===== config.mk =====
export PLATFORM = sky130hd
export DESIGN_NAME = modbus_register_slave
export DESIGN_NICKNAME = d
export VERILOG_FILES = /design/src/mbrs_pkg.sv /design/src/mbrs_ctrl.sv /design/src/mbrs_datapath.sv /design/src/modbus_register_slave.sv
export SDC_FILE = /design/constraint.sdc
export NUM_CORES = 1
export LEC_CHECK = 0
export BUFFER_PORTS_ARGS = -buffer_cell sky130_fd_sc_hd__buf_2
export CELL_PAD_IN_SITES_DETAIL_PLACEMENT = 0
export CELL_PAD_IN_SITES_GLOBAL_PLACEMENT = 1
export CORE_MARGIN = 5
export CORE_UTILIZATION = 42
export DETAILED_ROUTE_END_ITERATION = 12
export GPL_ROUTABILITY_DRIVEN = 0
export PLACE_DENSITY = 0.76
export SYNTH_ARGS = -nofsm -noshare
export SYNTH_HDL_FRONTEND = slang
export SYNTH_SLANG_ARGS = --single-unit

===== constraint.sdc =====
create_clock -name clock -period 14.1 [get_ports clock]
set_input_delay 1.41 -clock clock [delete_from_list [all_inputs] [get_ports clock]]
set_output_delay 1.41 -clock clock [all_outputs]
set_load 0.05 [all_outputs]

===== src/mbrs_pkg.sv =====
// Shared types, protocol constants and helper functions for the Modbus register slave.
// Used by the controller, the datapath and the top level; depends on nothing else.
package mbrs_pkg;

   localparam logic [7:0] FC_READ_HOLD  = 8'h03;
   localparam logic [7:0] FC_READ_INPUT = 8'h04;
   localparam logic [7:0] FC_WRITE_REG  = 8'h06;
   localparam logic [7:0] MAX_COUNT     = 8'd125;
   localparam logic [7:0] EXC_FLAG      = 8'h80;
   localparam logic [7:0] EXC_CODE      = 8'h00;
   localparam logic [7:0] WRITE_PAD     = 8'h00;
   localparam logic [7:0] TRAILER_RESET = 8'h55;

   typedef enum logic [2:0] {
      KIND_NONE,
      KIND_READ_HOLD,
      KIND_READ_INPUT,
      KIND_WRITE,
      KIND_EXCEPTION
   } kind_type;

   typedef struct packed {
      logic load;
      logic exec;
      logic emit;
   } cmd_type;

   typedef struct packed {
      logic respond;
      logic last_byte;
      logic out_free;
   } status_type;

   function automatic logic [15:0] holding_init(input int idx);
      logic [15:0] v;
      unique case (idx)
         1:       v = 16'd1111;
         2:       v = 16'd2222;
         3:       v = 16'd3333;
         default: v = 16'd0;
      endcase
      return v;
   endfunction

   // Base-4 digits sum to the same residue modulo 3.
   function automatic logic is_mult3(input logic [7:0] x);
      logic [3:0] s;
      s = {2'b00, x[1:0]} + {2'b00, x[3:2]} + {2'b00, x[5:4]} + {2'b00, x[7:6]};
      if (s >= 4'd9) s = s - 4'd9;
      if (s >= 4'd6) s = s - 4'd6;
      if (s >= 4'd3) s = s - 4'd3;
      return s == 4'd0;
   endfunction

   // Base-16 digits sum to the same residue modulo 5.
   function automatic logic is_mult5(input logic [7:0] x);
      logic [4:0] s;
      s = {1'b0, x[3:0]} + {1'b0, x[7:4]};
      if (s >= 5'd20) s = s - 5'd20;
      if (s >= 5'd10) s = s - 5'd10;
      if (s >= 5'd5)  s = s - 5'd5;
      return s == 5'd0;
   endfunction

endpackage


===== src/mbrs_ctrl.sv =====
// Sequencing state machine of the Modbus register slave.
// Depends on mbrs_pkg for the command and status types.
module mbrs_ctrl
   import mbrs_pkg::*;
(
   input  logic       clock,
   input  logic       reset,
   input  logic       req_tvalid,
   output logic       req_tready,
   input  status_type status,
   output cmd_type    cmd
);

   typedef enum logic [1:0] {
      S_IDLE,
      S_EXEC,
      S_SEND
   } state_type;

   state_type state_ff, state_in;
   logic      ready_ff, ready_in;

   always_comb begin
      state_in = state_ff;
      ready_in = ready_ff;
      cmd      = '0;
      unique case (state_ff)
         S_IDLE: begin
            if (req_tvalid && ready_ff) begin
               cmd.load = 1'b1;
               state_in = S_EXEC;
               ready_in = 1'b0;
            end
         end
         S_EXEC: begin
            cmd.exec = 1'b1;
            state_in = S_SEND;
         end
         S_SEND: begin
            if (!status.respond) begin
               state_in = S_IDLE;
               ready_in = 1'b1;
            end else if (status.out_free) begin
               cmd.emit = 1'b1;
               if (status.last_byte) begin
                  state_in = S_IDLE;
                  ready_in = 1'b1;
               end
            end
         end
         default: begin
            state_in = S_IDLE;
            ready_in = 1'b1;
         end
      endcase
   end

   always_ff @(posedge clock) begin
      if (reset) begin
         state_ff <= S_IDLE;
         ready_ff <= 1'b1;
      end else begin
         state_ff <= state_in;
         ready_ff <= ready_in;
      end
   end

   assign req_tready = ready_ff;

endmodule


===== src/mbrs_datapath.sv =====
// Datapath of the Modbus register slave: frame capture, register files, decode and the
// response byte generator with its output register. Depends on mbrs_pkg.
module mbrs_datapath
   import mbrs_pkg::*;
#(
   parameter int HOLDING_REGS = 4,
   parameter int INPUT_REGS   = 3
) (
   input  logic        clock,
   input  logic        reset,
   input  cmd_type     cmd,
   output status_type  status,
   input  logic [39:0] req_tdata,
   input  logic        req_tuser,
   input  logic        csr_wr_en,
   input  logic [7:0]  csr_wr_data,
   input  logic        rsp_tready,
   output logic        rsp_tvalid,
   output logic [7:0]  rsp_tdata,
   output logic        rsp_tlast
);

   localparam int HAW        = (HOLDING_REGS > 1) ? $clog2(HOLDING_REGS) : 1;
   localparam int IAW        = (INPUT_REGS > 1) ? $clog2(INPUT_REGS) : 1;
   localparam int AW         = (HAW > IAW) ? HAW : IAW;
   localparam int MAXD       = (HOLDING_REGS > INPUT_REGS) ? HOLDING_REGS : INPUT_REGS;
   localparam int RESP_BYTES = (4 + 2 * MAXD > 7) ? 4 + 2 * MAXD : 7;
   localparam int IW         = $clog2(RESP_BYTES);
   localparam int IR1        = (INPUT_REGS > 1) ? 1 : 0;
   localparam int IR2        = (INPUT_REGS > 2) ? 2 : 0;

   logic [15:0] holding_ff [HOLDING_REGS];
   logic [15:0] input_ff [INPUT_REGS];
   logic [7:0]  tick_ff;
   logic [7:0]  trailer_ff;

   logic        tick_cmd_ff;
   logic [7:0]  id_ff, fc_ff, start_ff, count_ff, wval_ff;

   kind_type    kind_ff, kind_in;
   logic [IW-1:0] idx_ff, last_idx_ff, last_idx_in;
   logic [AW-1:0] ptr_ff;

   logic        rsp_tvalid_ff;
   logic [7:0]  rsp_tdata_ff;
   logic        rsp_tlast_ff;

   logic [8:0]  end_sum;
   logic        count_ok;
   logic [7:0]  tick_next;
   logic [15:0] reg_value;
   logic [7:0]  byte_in;

   assign end_sum   = {1'b0, start_ff} + {1'b0, count_ff};
   assign count_ok  = (count_ff != 8'd0) && (count_ff <= MAX_COUNT);
   assign tick_next = tick_ff + 8'd1;

   always_comb begin
      kind_in     = KIND_NONE;
      last_idx_in = IW'(3);
      if (!tick_cmd_ff && id_ff == holding_ff[0][7:0]) begin
         unique case (fc_ff)
            FC_READ_HOLD: begin
               kind_in = (count_ok && end_sum <= 9'(HOLDING_REGS)) ? KIND_READ_HOLD
                                                                   : KIND_EXCEPTION;
            end
            FC_READ_INPUT: begin
               kind_in = (count_ok && end_sum <= 9'(INPUT_REGS)) ? KIND_READ_INPUT
                                                                 : KIND_EXCEPTION;
            end
            FC_WRITE_REG: begin
               kind_in = ({1'b0, start_ff} <= 9'(HOLDING_REGS - 1)) ? KIND_WRITE
                                                                    : KIND_EXCEPTION;
            end
            default: kind_in = KIND_NONE;
         endcase
      end
      unique case (kind_in)
         KIND_READ_HOLD, KIND_READ_INPUT: last_idx_in = IW'(10'(count_ff) * 10'd2 + 10'd3);
         KIND_WRITE:                      last_idx_in = IW'(6);
         default:                         last_idx_in = IW'(3);
      endcase
   end

   always_comb begin
      if (kind_ff == KIND_READ_HOLD) begin
         reg_value = holding_ff[ptr_ff[HAW-1:0]];
      end else begin
         reg_value = input_ff[ptr_ff[IAW-1:0]];
      end
   end

   always_comb begin
      byte_in = trailer_ff;
      unique case (kind_ff)
         KIND_READ_HOLD, KIND_READ_INPUT: begin
            priority if (idx_ff == IW'(0))     byte_in = id_ff;
            else if (idx_ff == IW'(1))         byte_in = fc_ff;
            else if (idx_ff == IW'(2))         byte_in = {count_ff[6:0], 1'b0};
            else if (idx_ff == last_idx_ff)    byte_in = trailer_ff;
            else if (idx_ff[0])                byte_in = reg_value[15:8];
            else                               byte_in = reg_value[7:0];
         end
         KIND_WRITE: begin
            priority if (idx_ff == IW'(0))     byte_in = id_ff;
            else if (idx_ff == IW'(1))         byte_in = fc_ff;
            else if (idx_ff == IW'(2))         byte_in = start_ff;
            else if (idx_ff == IW'(3))         byte_in = count_ff;
            else if (idx_ff == IW'(4))         byte_in = wval_ff;
            else if (idx_ff == IW'(5))         byte_in = WRITE_PAD;
            else                               byte_in = trailer_ff;
         end
         KIND_EXCEPTION: begin
            priority if (idx_ff == IW'(0))     byte_in = id_ff;
            else if (idx_ff == IW'(1))         byte_in = fc_ff | EXC_FLAG;
            else if (idx_ff == IW'(2))         byte_in = EXC_CODE;
            else                               byte_in = trailer_ff;
         end
         default: byte_in = trailer_ff;
      endcase
   end

   always_ff @(posedge clock) begin
      if (cmd.load) begin
         tick_cmd_ff <= req_tuser;
         id_ff       <= req_tdata[7:0];
         fc_ff       <= req_tdata[15:8];
         start_ff    <= req_tdata[23:16];
         count_ff    <= req_tdata[31:24];
         wval_ff     <= req_tdata[39:32];
      end
      if (cmd.exec) begin
         last_idx_ff <= last_idx_in;
         idx_ff      <= '0;
         ptr_ff      <= start_ff[AW-1:0];
      end else if (cmd.emit) begin
         idx_ff <= idx_ff + IW'(1);
         if (idx_ff >= IW'(4) && !idx_ff[0]) begin
            ptr_ff <= ptr_ff + AW'(1);
         end
      end
      if (cmd.emit) begin
         rsp_tdata_ff <= byte_in;
         rsp_tlast_ff <= (idx_ff == last_idx_ff);
      end
   end

   always_ff @(posedge clock) begin
      if (reset) begin
         kind_ff       <= KIND_NONE;
         rsp_tvalid_ff <= 1'b0;
         trailer_ff    <= TRAILER_RESET;
         tick_ff       <= '0;
         for (int i = 0; i < HOLDING_REGS; i++) begin
            holding_ff[i] <= holding_init(i);
         end
         for (int i = 0; i < INPUT_REGS; i++) begin
            input_ff[i] <= '0;
         end
      end else begin
         if (csr_wr_en) begin
            trailer_ff <= csr_wr_data;
         end
         if (cmd.exec) begin
            kind_ff <= kind_in;
            if (tick_cmd_ff) begin
               tick_ff     <= tick_next;
               input_ff[0] <= input_ff[0] + 16'd1;
               if (INPUT_REGS > 1 && is_mult3(tick_next)) begin
                  input_ff[IR1] <= input_ff[IR1] + 16'd1;
               end
               if (INPUT_REGS > 2 && is_mult5(tick_next)) begin
                  input_ff[IR2] <= input_ff[IR2] + 16'd1;
               end
            end
            if (kind_in == KIND_WRITE) begin
               holding_ff[start_ff[HAW-1:0]] <= {8'h00, wval_ff};
            end
         end
         if (cmd.emit) begin
            rsp_tvalid_ff <= 1'b1;
         end else if (rsp_tready) begin
            rsp_tvalid_ff <= 1'b0;
         end
      end
   end

   assign status.respond   = (kind_ff != KIND_NONE);
   assign status.last_byte = (idx_ff == last_idx_ff);
   assign status.out_free  = !rsp_tvalid_ff || rsp_tready;

   assign rsp_tvalid = rsp_tvalid_ff;
   assign rsp_tdata  = rsp_tdata_ff;
   assign rsp_tlast  = rsp_tlast_ff;

endmodule


===== src/modbus_register_slave.sv =====
// Top level of the Modbus register slave: joins the controller and the datapath.
// Depends on mbrs_pkg, mbrs_ctrl and mbrs_datapath.
//
// One transaction on the request side is a five-byte frame or, with tuser high, a timer
// tick. The block handles one transaction at a time: after acceptance it captures the
// request, then decodes it and updates registers, then sends the response one byte per
// cycle from its output register whenever that register is free to take a byte. The last
// response byte may still wait in the output register while the next request is taken.
// Reads return up to max(HOLDING_REGS, INPUT_REGS) registers, high byte first, and every
// response ends with the trailer byte set through the csr port.
module modbus_register_slave
   import mbrs_pkg::*;
#(
   parameter int HOLDING_REGS = 4,
   parameter int INPUT_REGS   = 3
) (
   input  logic        clock,
   input  logic        reset,
   input  logic        req_tvalid,
   output logic        req_tready,
   input  logic [39:0] req_tdata,   // dev_id, func_code, start_addr, reg_count, write_value
   input  logic        req_tuser,   // command
   output logic        rsp_tvalid,
   input  logic        rsp_tready,
   output logic [7:0]  rsp_tdata,   // tx_byte
   output logic        rsp_tlast,
   input  logic        csr_wr_en,
   input  logic [7:0]  csr_wr_data
);

   cmd_type    cmd;
   status_type status;

   mbrs_ctrl u_ctrl (
      .clock      (clock),
      .reset      (reset),
      .req_tvalid (req_tvalid),
      .req_tready (req_tready),
      .status     (status),
      .cmd        (cmd)
   );

   mbrs_datapath #(
      .HOLDING_REGS (HOLDING_REGS),
      .INPUT_REGS   (INPUT_REGS)
   ) u_datapath (
      .clock       (clock),
      .reset       (reset),
      .cmd         (cmd),
      .status      (status),
      .req_tdata   (req_tdata),
      .req_tuser   (req_tuser),
      .csr_wr_en   (csr_wr_en),
      .csr_wr_data (csr_wr_data),
      .rsp_tready  (rsp_tready),
      .rsp_tvalid  (rsp_tvalid),
      .rsp_tdata   (rsp_tdata),
      .rsp_tlast   (rsp_tlast)
   );

`ifndef ASSERT_OFF
   a_one_at_a_time: assert property (@(posedge clock) disable iff (reset)
      (req_tvalid && req_tready) |=> !req_tready)
      else $error("request accepted while another transaction is in progress");

   a_last_marked: assert property (@(posedge clock) disable iff (reset)
      (cmd.emit && status.last_byte) |=> (rsp_tvalid && rsp_tlast))
      else $error("final response byte not marked as last");

   a_emit_needs_response: assert property (@(posedge clock) disable iff (reset)
      cmd.emit |-> (status.respond && status.out_free))
      else $error("byte emitted without a pending response or free output");
`endif

endmodule


==> run_results.csv <==
group,metric,value,unit
layout,mostFrequentLayoutCells,"edfxtp_1 (142), nor2_1 (119), nand2_1 (80)",
logic_synthesis,synth.avg_cell_area,10.35,um2
pwr,power_frac_seq,50.4,%
logic_synthesis,yosys_warnings,0,
clock_tree,cts_buffers,17,
grt,met1_usage,29.15,%
run,drv_cap,0,
timing,period_share,39.14,%
route,first_pass_iters,8,
clock_tree,clockBufferDepth,2,
pwr,pwr_density_cell,107.8,mW/mm2
timing,finalSetupTns,0,ps
logic_synthesis,seq_area_frac_synth,47.97,%
route,first_iter_violations,660,
clock_tree,cts_tree,"built",
logic_synthesis,synth_flop_cell,"edfxtp_1",
grt,track_usage,19.06,%
timing,rsz0062_at_grt,"false",
pwr,p_switching,0.3409,mW
logic_synthesis,syn_area,0.01010,mm2
route,ant_nets,0,
critical_path,cp.required,14170,ps
logic_synthesis,synth-edff-count,142,
layout,drive_gt1_share,13.76,%
timing,fin_skew,11.64,ps
layout,top_regs,"u_datapath.input_ff (48), u_datapath.holding_ff (38)",
layout,largest-register,"u_datapath.input_ff",
floorplan,start_util,42.90,%
clock_tree,clock_sinks,171,
placed_design,portBuffers,64,
layout,design_area,0.01124,mm2
pwr,max-vdd-ir-drop,0.00006932,V
logic_synthesis,ys_top_cells_by_area,"edfxtp_1 (42%), dfxtp_1 (5.7%), xor2_1 (4.8%)",
layout,layout_commonest_cell,"edfxtp_1",
logic_synthesis,synth-seq-cells,171,
floorplan,fp.dieW,165.1,um
floorplan,dieHeight,165.1,um
floorplan,io_pins,65,
grt,antenna_found_initial,0,
layout,area_delta_synth_final,11.26,%
timing,worst_pin_slew,1139,ps
critical_path,crit_type,"register to register",
clock_tree,clock_latency,440,ps
grt,use_met2,27.62,%
clock_tree,cts.repair.resized,0,
layout,largest_reg_flops,48,
route,wirelength,25070,um
logic_synthesis,syn_inst,976,
pwr,power_frac_clock,38.1,%
route,drc_errors,0,
grt,grt_use_met3,3.103,%
grt,first_global_vias,7211,
clock_tree,post_cts_buffers,0,
grt,grt_first_pass_wirelength,40090,um
logic_synthesis,async_reset_ff_share,0,%
route,drt-vias-per-instance,5.554,
grt,grt_overflow,0,
timing,finalCriticalPeriod,5519,ps
clock_tree,h-tree-depth,4,
pwr,pwr-share-comb,11.5,%
critical_path,crit_arrival,5590,ps
timing,slew_violations,0,
logic_synthesis,yosysTopAreaCell,"edfxtp_1",
logic_synthesis,synth_cell_types,81,
status,status,"complete, no violations",
layout,antennaDiodeCount,0,
grt,grt_start_max_net_pins,46,
timing,hold_violations,0,
pwr,p_int,0.8706,mW
critical_path,startpoint_type,"register",
grt,top_usage_layer,"met1",
floorplan,num_rows,56,
pwr,switching_share,28.14,%
route,vias,7542,
pwr,p_leak,4.278,nW
floorplan,core-area,0.02354,mm2
route,wl_per_cell,18.46,um
placed_design,dp_hpwl,18740,um
clock_tree,hold_buffers,0,
hold_path,hp-class,"register to register",
critical_path,worst_setup_path_end_kind,"register",
timing,fmax,0.1812,GHz
clock_tree,cts-root-buf,"clkbuf_16",
logic_synthesis,synth_top_area_share,42.22,%
critical_path,critical_path.max_fanout,16,
placed_design,post_dp_cell_area,0.01067,mm2
clock_tree,path_clk_slew,80,ps
layout,final_nets,1114,
timing,slew_headroom,23.80,%
timing,setup_viol_count_final,0,
floorplan,die_area,0.02725,mm2
==> final timing paths <==
path	start	endpoint	slack [ps]	cells after the start
worst max-delay path	u_datapath.tick_ff[0]$_SDFFE_PP0P_	u_datapath.input_ff[1][4]$_SDFFCE_PN0P_	8580	18
worst min-delay path	u_ctrl.req_tready$_SDFFE_PP1P_	u_ctrl.req_tready$_SDFFE_PP1P_	460	2
worst max register to register	u_datapath.tick_ff[0]$_SDFFE_PP0P_	u_datapath.input_ff[1][4]$_SDFFCE_PN0P_	8580	18
worst min register to register	u_ctrl.req_tready$_SDFFE_PP1P_	u_ctrl.req_tready$_SDFFE_PP1P_	460	2
==> metrics by stage <==
stage	util [%]	instances	setup WS (ps)	hold WS [ps]	total power [mW]
after CTS	47.73	1358	8510	462.9	1.219
after global placement	45.30	1326	8693	442.9	0.7576
after global routing	47.73	1358	8081	478.6	1.263
after floorplan	-	978	9195	487.4	0.7091
final	47.73	1358	8581	460.7	1.211
after detailed placement	45.30	1326	8522	446.1	0.7598
==> synth_stat cells, drive strengths merged (4+ instances only) <==
cell type / number
o211ai: 4
fa: 5
buf: 19
a21o: 12
nor2b: 12
ha: 29
xor2: 55
xnor2: 24
o21ai: 49
nor4: 5
inv: 32
nand2b: 13
nand2: 83
mux2i: 32
edfxtp: 142
o22a: 4
nand3: 38
and3: 28
a211oi: 6
or3: 9
o22ai: 6
mux4: 14
and3b: 4
nor3: 17
dfxtp: 29
a31oi: 5
nor2: 119
a21oi: 67
and2: 12
clkbuf: 23
mux2: 4
nand4: 12
or2: 11
==> area by class of cell <==
class / instances / area, um2
timing repair buffer: 71 / 372.9
clock buffer: 17 / 425.4
inverter: 33 / 123.9
multi-input combinational: 732 / 4925
sequential: 171 / 4845
fill: 2219 / 12310
tap: 319 / 399.1
clock inverter: 15 / 146.4
==> power groups by stage <==
stage	Combinational, mW	Sequential [mW]	Clock, mW
floorplan	0.103	0.606	0
global placement	0.137	0.621	0
detailed placement	0.139	0.621	0
CTS	0.140	0.610	0.469
global route	0.155	0.614	0.494
finish	0.139	0.611	0.462
==> worst max-delay path: stages (launching register included) <==
cell     delay, ps
dfxtp_1        540
ha_1           350
inv_1          100
fa_1           450
xnor2_1        150
ha_1           310
ha_1           340
inv_1           70
ha_1           210
nor2b_1        130
o21ai_0        810
nand2_1        160
mux2i_1        200
ha_1           220
a21oi_1         60
xnor2_1        150
o221a_2        220
a31o_2         140
a31o_1         540
==> metal layers <==
layer / wire [um] / part of all wire (%) / up-vias
li1: - / - / 3661
met1: 12370 / 49 / 3609
met2: 10580 / 42 / 240
met3: 1648 / 6.6 / 32
met4: 475 / 1.9 / 0
met5: 0 / 0 / -
==> logic make-up after synthesis <==
kind of cell | count (synthesis) | share of synthesized area (%)
buffers and inverters | 75 | 3.456
flip-flops | 171 | 47.97
AO/OA/AOI/OAI | 189 | 11.62
AND/OR/NAND/NOR | 377 | 18.74
XOR/XNOR | 79 | 6.851
other | 1 | 0.03713
adder cells (fa/ha/maj) | 34 | 4.584
multiplexers | 50 | 6.739
Note: power is estimated with default switching activity, not from simulation.
